==> config.mk <==
export PLATFORM = sky130hd
export DESIGN_NAME = bst_ram
export DESIGN_NICKNAME = d
export VERILOG_FILES = /design/src/rtl/bst_ram.sv
export SDC_FILE = /design/constraint.sdc
export NUM_CORES = 1
export LEC_CHECK = 0
export BUFFER_PORTS_ARGS = -buffer_cell sky130_fd_sc_hd__buf_4
export CAP_MARGIN = 10
export CORE_MARGIN = 2
export CORE_UTILIZATION = 50
export DETAILED_ROUTE_END_ITERATION = 8
export GPL_TIMING_DRIVEN = 0
export HOLD_SLACK_MARGIN = 0.02
export MAX_ROUTING_LAYER = met4
export PLACE_DENSITY = 0.67
export SLEW_MARGIN = 20
export SYNTH_ARGS = -nofsm -noshare
export SYNTH_HDL_FRONTEND = slang
export SYNTH_SLANG_ARGS = --single-unit
==> constraint.sdc <==
create_clock -name i_clk -period 1.8 [get_ports i_clk]
set_input_delay 0.27 -clock i_clk [delete_from_list [all_inputs] [get_ports i_clk]]
set_output_delay 0.27 -clock i_clk [all_outputs]
set_load 0.005 [all_outputs]
==> src/rtl/bst_ram.sv <==
// Generic single-port-write, single-read RAM with registered read data.
// No dependencies.
module bst_ram #(
    parameter int WIDTH = 8,
    parameter int DEPTH = 16
) (
    input  logic                     i_clk,
    input  logic                     i_we,
    input  logic [$clog2(DEPTH)-1:0] i_waddr,
    input  logic [WIDTH-1:0]         i_wdata,
    input  logic [$clog2(DEPTH)-1:0] i_raddr,
    output logic [WIDTH-1:0]         o_rdata
);
    logic [WIDTH-1:0] r_mem [DEPTH];

    always_ff @(posedge i_clk) begin
        if (i_we) begin
            r_mem[i_waddr] <= i_wdata;
        end
        o_rdata <= r_mem[i_raddr];
    end
endmodule
==> metrics list, run 1 <==
- Result of the run: finished, final reports clean
- Crit Path Category: primary input to flop
- Clk buf depth: 2
- The synthesized netlist occupies a cell area of just over 5000 sq um.
- Post-CTS sizing: 0
- GR Overflow Total: 0
* Worst setup EP type: flop
* Highest clock rate: between 0.6 and 0.7 GHz
- Portion of synthesized cell area occupied by the leading cell type: 74.67%
- Worst Path Max Fanout: 8
* Die width: between 100 and 150 um
* Clock H-tree levels: 4
* Pins Over Slew Limit: 0
- Max-Slew Margin vs Limit: between 40 and 50%
- Yosys mapped a number of flops with a built-in enable equal to 128.
- Routed length per instance: 23.15 um
* Count of max-cap constraint violations: 0
* Nets: 290
- # diodes: 0
- Summing all multi-input logic gate instances after layout gives around 1100 sq um.
- Number of antenna violations at the first check in global routing: 0
- Setup repair after global routing missed its margin: no
- The first TritonRoute pass finished after 4 iterations.
* Post-route minimum period: approximately 1.5 ns
- Compared with the post-synthesis result, the final layout area differs by 18.74%.
- The wire-length estimate of the detail-placed layout is approximately 6000 um.
- Power per Cell Area: 1199 nW/um^2
- At the worst endpoint, the arrival time is between 1.5 and 2 ns.
* Routed vias/inst: 5.741
- Flip-flop and latch area: 4004 sq um
- In the synthesized netlist, the cells that appear most often are sky130_fd_sc_hd__edfxtp_1, sky130_fd_sc_hd__mux4_2, sky130_fd_sc_hd__a22oi_1, sky130_fd_sc_hd__mux4_1, sky130_fd_sc_hd__nor2_1.
- Syn Inst Count: between 200 and 250
* Mean post-synth cell area: roughly 22 sq um
* Ratio of final minimum period to clock period: between 80% and 90%
* Layout Skew: a little over 0.007 ns
- Floorplan die area: 11120 sq um
- Sorting the synthesized cells by area gives the leading types as sky130_fd_sc_hd__edfxtp_1, sky130_fd_sc_hd__mux4_2, sky130_fd_sc_hd__mux4_1.
- The detailed router finished its first iteration with ~280 violations.
* RD Place Congestion: 0.7206
- Share of flip-flops with an asynchronous set or reset after synthesis: 0%
- CTS tree: done
* CTS Sinks: ~140
* Transition at the pin with the smallest max-transition slack: approximately 0.84 ns
* Wire length of the first global-routing pass: 14540 um
- Part of the Yosys area used for sequential elements: between 70% and 80%
* Initial standard-cell utilization of the core: approximately 50%
- Total wire length after detailed routing: around 10000 um
* Pwr Total: approximately 7.3 mW
- Buffers added to address setup during post-CTS repair amount to 0.
* Fin. Hold Viols: 0
- Number of synthesized register bits: ~140
- Antenna-violating nets left: 0
* Final number of setup-violating endpoints: 0
- The largest total area in the synthesized netlist belongs to sky130_fd_sc_hd__edfxtp_1.
- Clock-pin slew of the registers on the worst-case setup and hold paths: approximately 0.060 ns
- Count of buffers from port buffering: 24
* Fill cell instance count of the final layout: about 720
- The via count of the first global-routing pass was ~2500.
- Synthesis instantiated 19 different standard cells from the library.
- Gr usage total: ~20%
- Cell leakage power: between 2 and 2.5 nW
- Via count: approximately 2400
- For this run, the number of Yosys warnings is 0.
- Worst hold path class: primary input to flop
* Residual DRC count: 0
* Most used standard cell by instance count after synthesis: sky130_fd_sc_hd__edfxtp_1
- Hold-fix buffers at CTS: 0
* Max VDD drop: 0.0006292 V
- The number of nets handed over by synthesis was between 200 and 250.
- Number of buffers added by the clock tree synthesis step: 17
- Data on the critical path is required at its endpoint by 1.93 ns.
* Critical path startpoint category: primary input
- The floorplan step defined a core boundary enclosing a little over 10000 sq um.
- The die is ~110 um tall.
- 26 I/O pins were placed.
- After floorplanning, the core was divided into 37 placement rows.
- Setup TNS: 0 ns
- Entering global routing, the biggest net connects 17 pins.
- Clk_lat worst skew: 0.51 ns
- The root buffer cell chosen for the clock tree is sky130_fd_sc_hd__clkbuf_8.
* Top FF cell, synth: sky130_fd_sc_hd__edfxtp_1
- Share of cells above drive strength 1: 30.53%
## report_power, final
group / switching [mW] / total (mW) / internal [mW] / leakage, nW
Clock: 1.24 / 3.41 / 2.17 / 0.285
Sequential: 0.0174 / 3.56 / 3.54 / 1.22
Combinational: 0.196 / 0.358 / 0.162 / 0.539
## cells by family (layout without fill, tap and decap cells)
family / count (synthesis) / in the layout / synth area share (%)
flip-flops: 136 / 136 / 77.78
AND/OR/NAND/NOR: 35 / 35 / 3.184
multiplexers: 32 / 32 / 15.02
AO/OA/AOI/OAI: 16 / 16 / 2.334
buffers and inverters: 10 / 66 / 1.677
## area by class of cell
class | count | area share, %
Clock buffer | 19 | 7.226
Multi-Input combinational cell | 83 | 17.63
Clock inverter | 13 | 2.497
Timing Repair Buffer | 24 | 2.948
Buffer | 10 | 1.412
Sequential cell | 136 | 65.51
Tap cell | 136 | 2.784
## cell usage in the layout, fill, tap and decap left out
cell type                         netlist  final
sky130_fd_sc_hd__clkinvlp_4             0      3
sky130_fd_sc_hd__mux4_1                14     14
sky130_fd_sc_hd__mux4_2                18     18
sky130_fd_sc_hd__a22oi_1               16     16
sky130_fd_sc_hd__nand3_1                1      1
sky130_fd_sc_hd__nand2b_1               2      2
sky130_fd_sc_hd__bufinv_16              0      3
sky130_fd_sc_hd__buf_6                  3      3
sky130_fd_sc_hd__nor2b_1                1      1
sky130_fd_sc_hd__clkbuf_16              0     16
sky130_fd_sc_hd__clkinv_4               0      2
sky130_fd_sc_hd__edfxtp_1             128    128
sky130_fd_sc_hd__or3b_2                 1      1
sky130_fd_sc_hd__clkbuf_8               0      3
sky130_fd_sc_hd__nand2_1                9      9
sky130_fd_sc_hd__clkdlybuf4s25_2        3      3
sky130_fd_sc_hd__buf_2                  3      3
sky130_fd_sc_hd__clkinv_2               0      3
sky130_fd_sc_hd__buf_4                  1     25
sky130_fd_sc_hd__nor2_1                13     13
sky130_fd_sc_hd__clkinv_1               0      2
sky130_fd_sc_hd__nor3_2                 0      4
sky130_fd_sc_hd__nand3b_1               2      2
sky130_fd_sc_hd__and2b_1                1      1
sky130_fd_sc_hd__dfxtp_1                8      8
sky130_fd_sc_hd__and2_1                 1      1
## routing by layer
metal	vias up	GRT usage [%]	share of wire [%]
met1	1264	27.09	45
li1	1060	-	-
met2	87	28.25	48
met4	0	8.571	0.92
met5	-	-	0
met3	6	4.886	5.5
## critical path, cell delays in order
cell                     delay [ns]
sky130_fd_sc_hd__buf_4         0.12
sky130_fd_sc_hd__or3b_2        0.54
sky130_fd_sc_hd__nor2_1        0.65
## worst paths after layout
check	slack, ns	endpoint	from	cells past startpoint
max	0.35	r_mem[3][6]	i_waddr[2]	3
min	0.07	r_mem[14][6]	i_wdata[6]	1
max reg2reg	0.38	o_rdata[0]	r_mem[5][0]	3
min reg2reg	0.68	o_rdata[1]	r_mem[8][1]	3
## flip-flops by register name (all words and copies together) (netlist names)
register and flops:
r_mem 128, o_rdata 8
## metrics by stage
step / std cells / util (%) / area [sq um] / setup slack [ns] / hold WS, ns
global route: 421 / 60.29 / 6112 / 0.2997 / 0.06888
finish: 421 / 60.29 / 6112 / 0.3472 / 0.07414
detailed placement: 389 / 54.42 / 5518 / -0.1664 / 0.6000
global placement: 389 / 54.23 / 5498 / -0.5187 / 0.5886
floorplan: 229 / - / 5147 / 0.03713 / 0.3689
CTS: 421 / 60.29 / 6112 / 0.3623 / 0.06121
Note: power is estimated with default switching activity, not from simulation.
==> run 2, diff against run 1 <==
==> constraint.sdc (replaced) <==
create_clock -name i_clk -period 1.2 [get_ports i_clk]
set_input_delay 0.18 -clock i_clk [delete_from_list [all_inputs] [get_ports i_clk]]
set_output_delay 0.18 -clock i_clk [all_outputs]
set_load 0.005 [all_outputs]
==> run 2 against run 1 <==
Net effect:
- the flow now finishes with violations (setup timing)
- setup slack lost 0.46 ns
- routed wire length shrank 1.8%
- core utilization up 2.0 points
- die area did not move
- worst hold slack better by 0.017 ns
- first-iteration DRC count decreased by 43%
==> metrics list, run 2 (synthesis results as in run 1) <==
* Top library cells by usage in the layout, fill and taps aside: sky130_fd_sc_hd__edfxtp_1, sky130_fd_sc_hd__mux4_2, sky130_fd_sc_hd__buf_4
- Die width: 105.5 um (unchanged)
* Critical path startpoint category: flop
- The global-route congestion overflow total is 0 (unchanged).
- Series of cell instances along the critical path: mux4_2 > a22oi_2 > nand2_1
- In this run the worst hold path is classified as primary input to flop.
- Residual DRC count: 0 (unchanged)
- The final clock skew was 0.005275 ns (-0.001978 ns).
- # diodes: 0 (unchanged)
* Share of power burned in the clock network: 48.8% (+2.2 points)
- The clock transition at the registers of the reported paths is 0.06 ns (about the same).
- The number of fillers in the final layout was 692 (-3.5%).
* Post-route minimum period: 1.311 ns
- The via count of the first global-routing pass came to 2468 (+0.45%).
- The number of antenna violations at the first check in global routing was 0 (unchanged).
- On the critical path, the stage with the largest delay is an instance of sky130_fd_sc_hd__mux4_2.
- The total number of vias is 2369 (-2.0%).
- Drt pass-1 iters: 4 (unchanged)
- The number of buffers inserted during clock tree synthesis came to 17 (unchanged).
* CTS tree: done
- Register with the most flip-flops: r_mem
- Clock tree synthesis selected as its root buffer the cell sky130_fd_sc_hd__clkbuf_8.
* Top Registers: r_mem (128), o_rdata (8)
- CTS Sinks: 136 (unchanged)
- The worst stage delay on the critical path was 0.50 ns (-0.15 ns).
* Placed wire-length estimate: 6024 um (about the same)
* Routed length per instance: 22.32 um (-3.6%)
- The I/O pin count is 26 (unchanged).
* Comb power frac: 5.2% (+0.3 points)
- The initial core utilization came to 50.77% (unchanged).
- Minimum setup slack in the final design: -0.1107 ns (-0.4580 ns)
* Ratio of final minimum period to clock period: 109.2%
* Fin. Hold Viols: 0 (unchanged)
* Max VDD drop: 0.0007846 V (+25%)
- Post-CTS Setup Repair Bufs: 0 (unchanged)
- The data required time at the worst endpoint was 1.59 ns (-0.34 ns).
* Transition at the pin with the smallest max-transition slack: 0.8648 ns (+0.02640 ns)
* Sequential Power Share: 46.0% (-2.6 points)
* Antenna-violating nets left: 0 (unchanged)
- Signed area change from the synthesized netlist to the final layout: 22.68%
- Most common cell after layout, fill and taps aside: sky130_fd_sc_hd__edfxtp_1
- Core area: 10140 sq um (unchanged)
- The H-tree depth came to 4 (unchanged).
- Setup repair after global routing could not meet its margin everywhere.
- Final core utilization: 62.29% (+2.0 points)
- The detail-routed via count per cell was 5.522 (-3.8%).
* Final number of setup-violating endpoints: 8 (+8)
- The maximum root-to-sink buffer count came to 2 (unchanged).
- The net switching component of the power was 2.193 mW (+50%).
* Nets: 298 (+2.8%)
- Violated checks: setup timing
* Worst Path Max Fanout: 1 (-7)
* Clk_lat worst skew: 0.51 ns (about the same)
* Starting DRT DRC Count: 163 (-43%)
* Result of the run: finished, violations left
- The global-route usage over all layers was 19.59% (-0.072 points).
- The area of the die was 11120 sq um (unchanged).
* Crit Path Category: flop to flop
- Max-Slew Margin vs Limit: 42.13% (-1.8 points)
* Placement Rows: 37 (unchanged)
* Total wire length after detailed routing: 9574 um (-1.8%)
* Share of cells above drive strength 1: 38.91% (+8.4 points)
- Switching power share of the total: 18.88% (-1.0 points)
- Cell leakage power: 2.079 nW (+1.6%)
- Worst hold margin: 0.09113 ns (+0.01699 ns)
* Highest clock rate: 0.7629 GHz
- The power density of the placed cells came to 1840 nW/um^2 (+53%).
- The number of flip-flops in the largest register was 128 (unchanged).
- RD Place Congestion: 0.7548 (+4.7%)
* Worst setup EP type: flop
* Count of buffers from port buffering: 24 (unchanged)
* Wire length of the first global-routing pass: 14450 um (-0.62%)
* Pins Over Slew Limit: 0 (unchanged)
- Count of max-cap constraint violations: 0 (unchanged)
- Largest net degree at the start of global routing: 17 (unchanged)
* Vert. Die Dim: 105.5 um (unchanged)
- The cell-internal power came to 9.426 mW (+61%).
- Dpl ws: -0.4498 ns (-0.2835 ns)
- Data arrival at the endpoint of the critical path: 1.70 ns (+0.11 ns)
==> run 2: worst max-delay path, delay by kind of cell (launching register included) <==
family             cells  cell delay (ns)
AOI/OAI and AO/OA      1             0.24
DFF                    1             0.38
muxes                  1             0.50
and+or+nand+nor        1             0.07
==> run 2: repair_timing <==
item	4_1_cts	5_1_grt
pin swaps	1	1
hold buffers	8	0
gates resized for setup	8	1
endpoints found under the setup margin	8	8
endpoints found under the hold margin	128	0
==> run 2: through the flow <==
| stage | cells | TNS [ns] | power [mW] | cell area, sq um |
|---|---|---|---|---|
| after floorplan | 229 | -1.221 | 5.738 | 5184 |
| after global placement | 389 | -44.18 | 5.985 | 5534 |
| after detailed placement | 389 | -46.05 | 6.008 | 5534 |
| after CTS | 429 | -0.5497 | 11.67 | 6310 |
| after global routing | 429 | -0.8218 | 11.92 | 6315 |
| final | 429 | -0.4817 | 11.62 | 6315 |
==> run 2: layout make-up <==
cell class	instances	area (sq um)	area share, %
Clock buffer	18	427.9	6.776
Sequential cell	136	4004	63.40
Timing Repair Buffer	32	260.3	4.121
Tap cell	136	170.2	2.695
Buffer	10	120.1	1.902
Multi-Input combinational cell	83	1105	17.50
Clock inverter	14	227.7	3.606
==> run 2: power by group through the flow <==
stage / registers (mW) / logic, mW / clock network [mW]
floorplan: 5.44 / 0.303 / 0
global placement: 5.43 / 0.556 / 0
detailed placement: 5.44 / 0.571 / 0
CTS: 5.34 / 0.613 / 5.72
global route: 5.35 / 0.653 / 5.92
finish: 5.34 / 0.605 / 5.67
==> run 2: worst paths after layout <==
| path | depth (start not counted) | slack, ns | endpoint | start |
|---|---|---|---|---|
| max | 3 | -0.11 | o_rdata[0] | r_mem[12][0] |
| min | 2 | 0.09 | r_mem[0][1] | i_waddr[1] |
| max reg2reg | 3 | -0.11 | o_rdata[0] | r_mem[12][0] |
| min reg2reg | 3 | 0.68 | o_rdata[2] | r_mem[10][2] |
==> run 2: per-layer routing <==
| layer | track usage, % | routed length (um) |
|---|---|---|
| met5 | - | 0 |
| met4 | 7.619 | 82 |
| met3 | 5.937 | 670 |
| met2 | 29.63 | 4847 |
| met1 | 25.21 | 3973 |
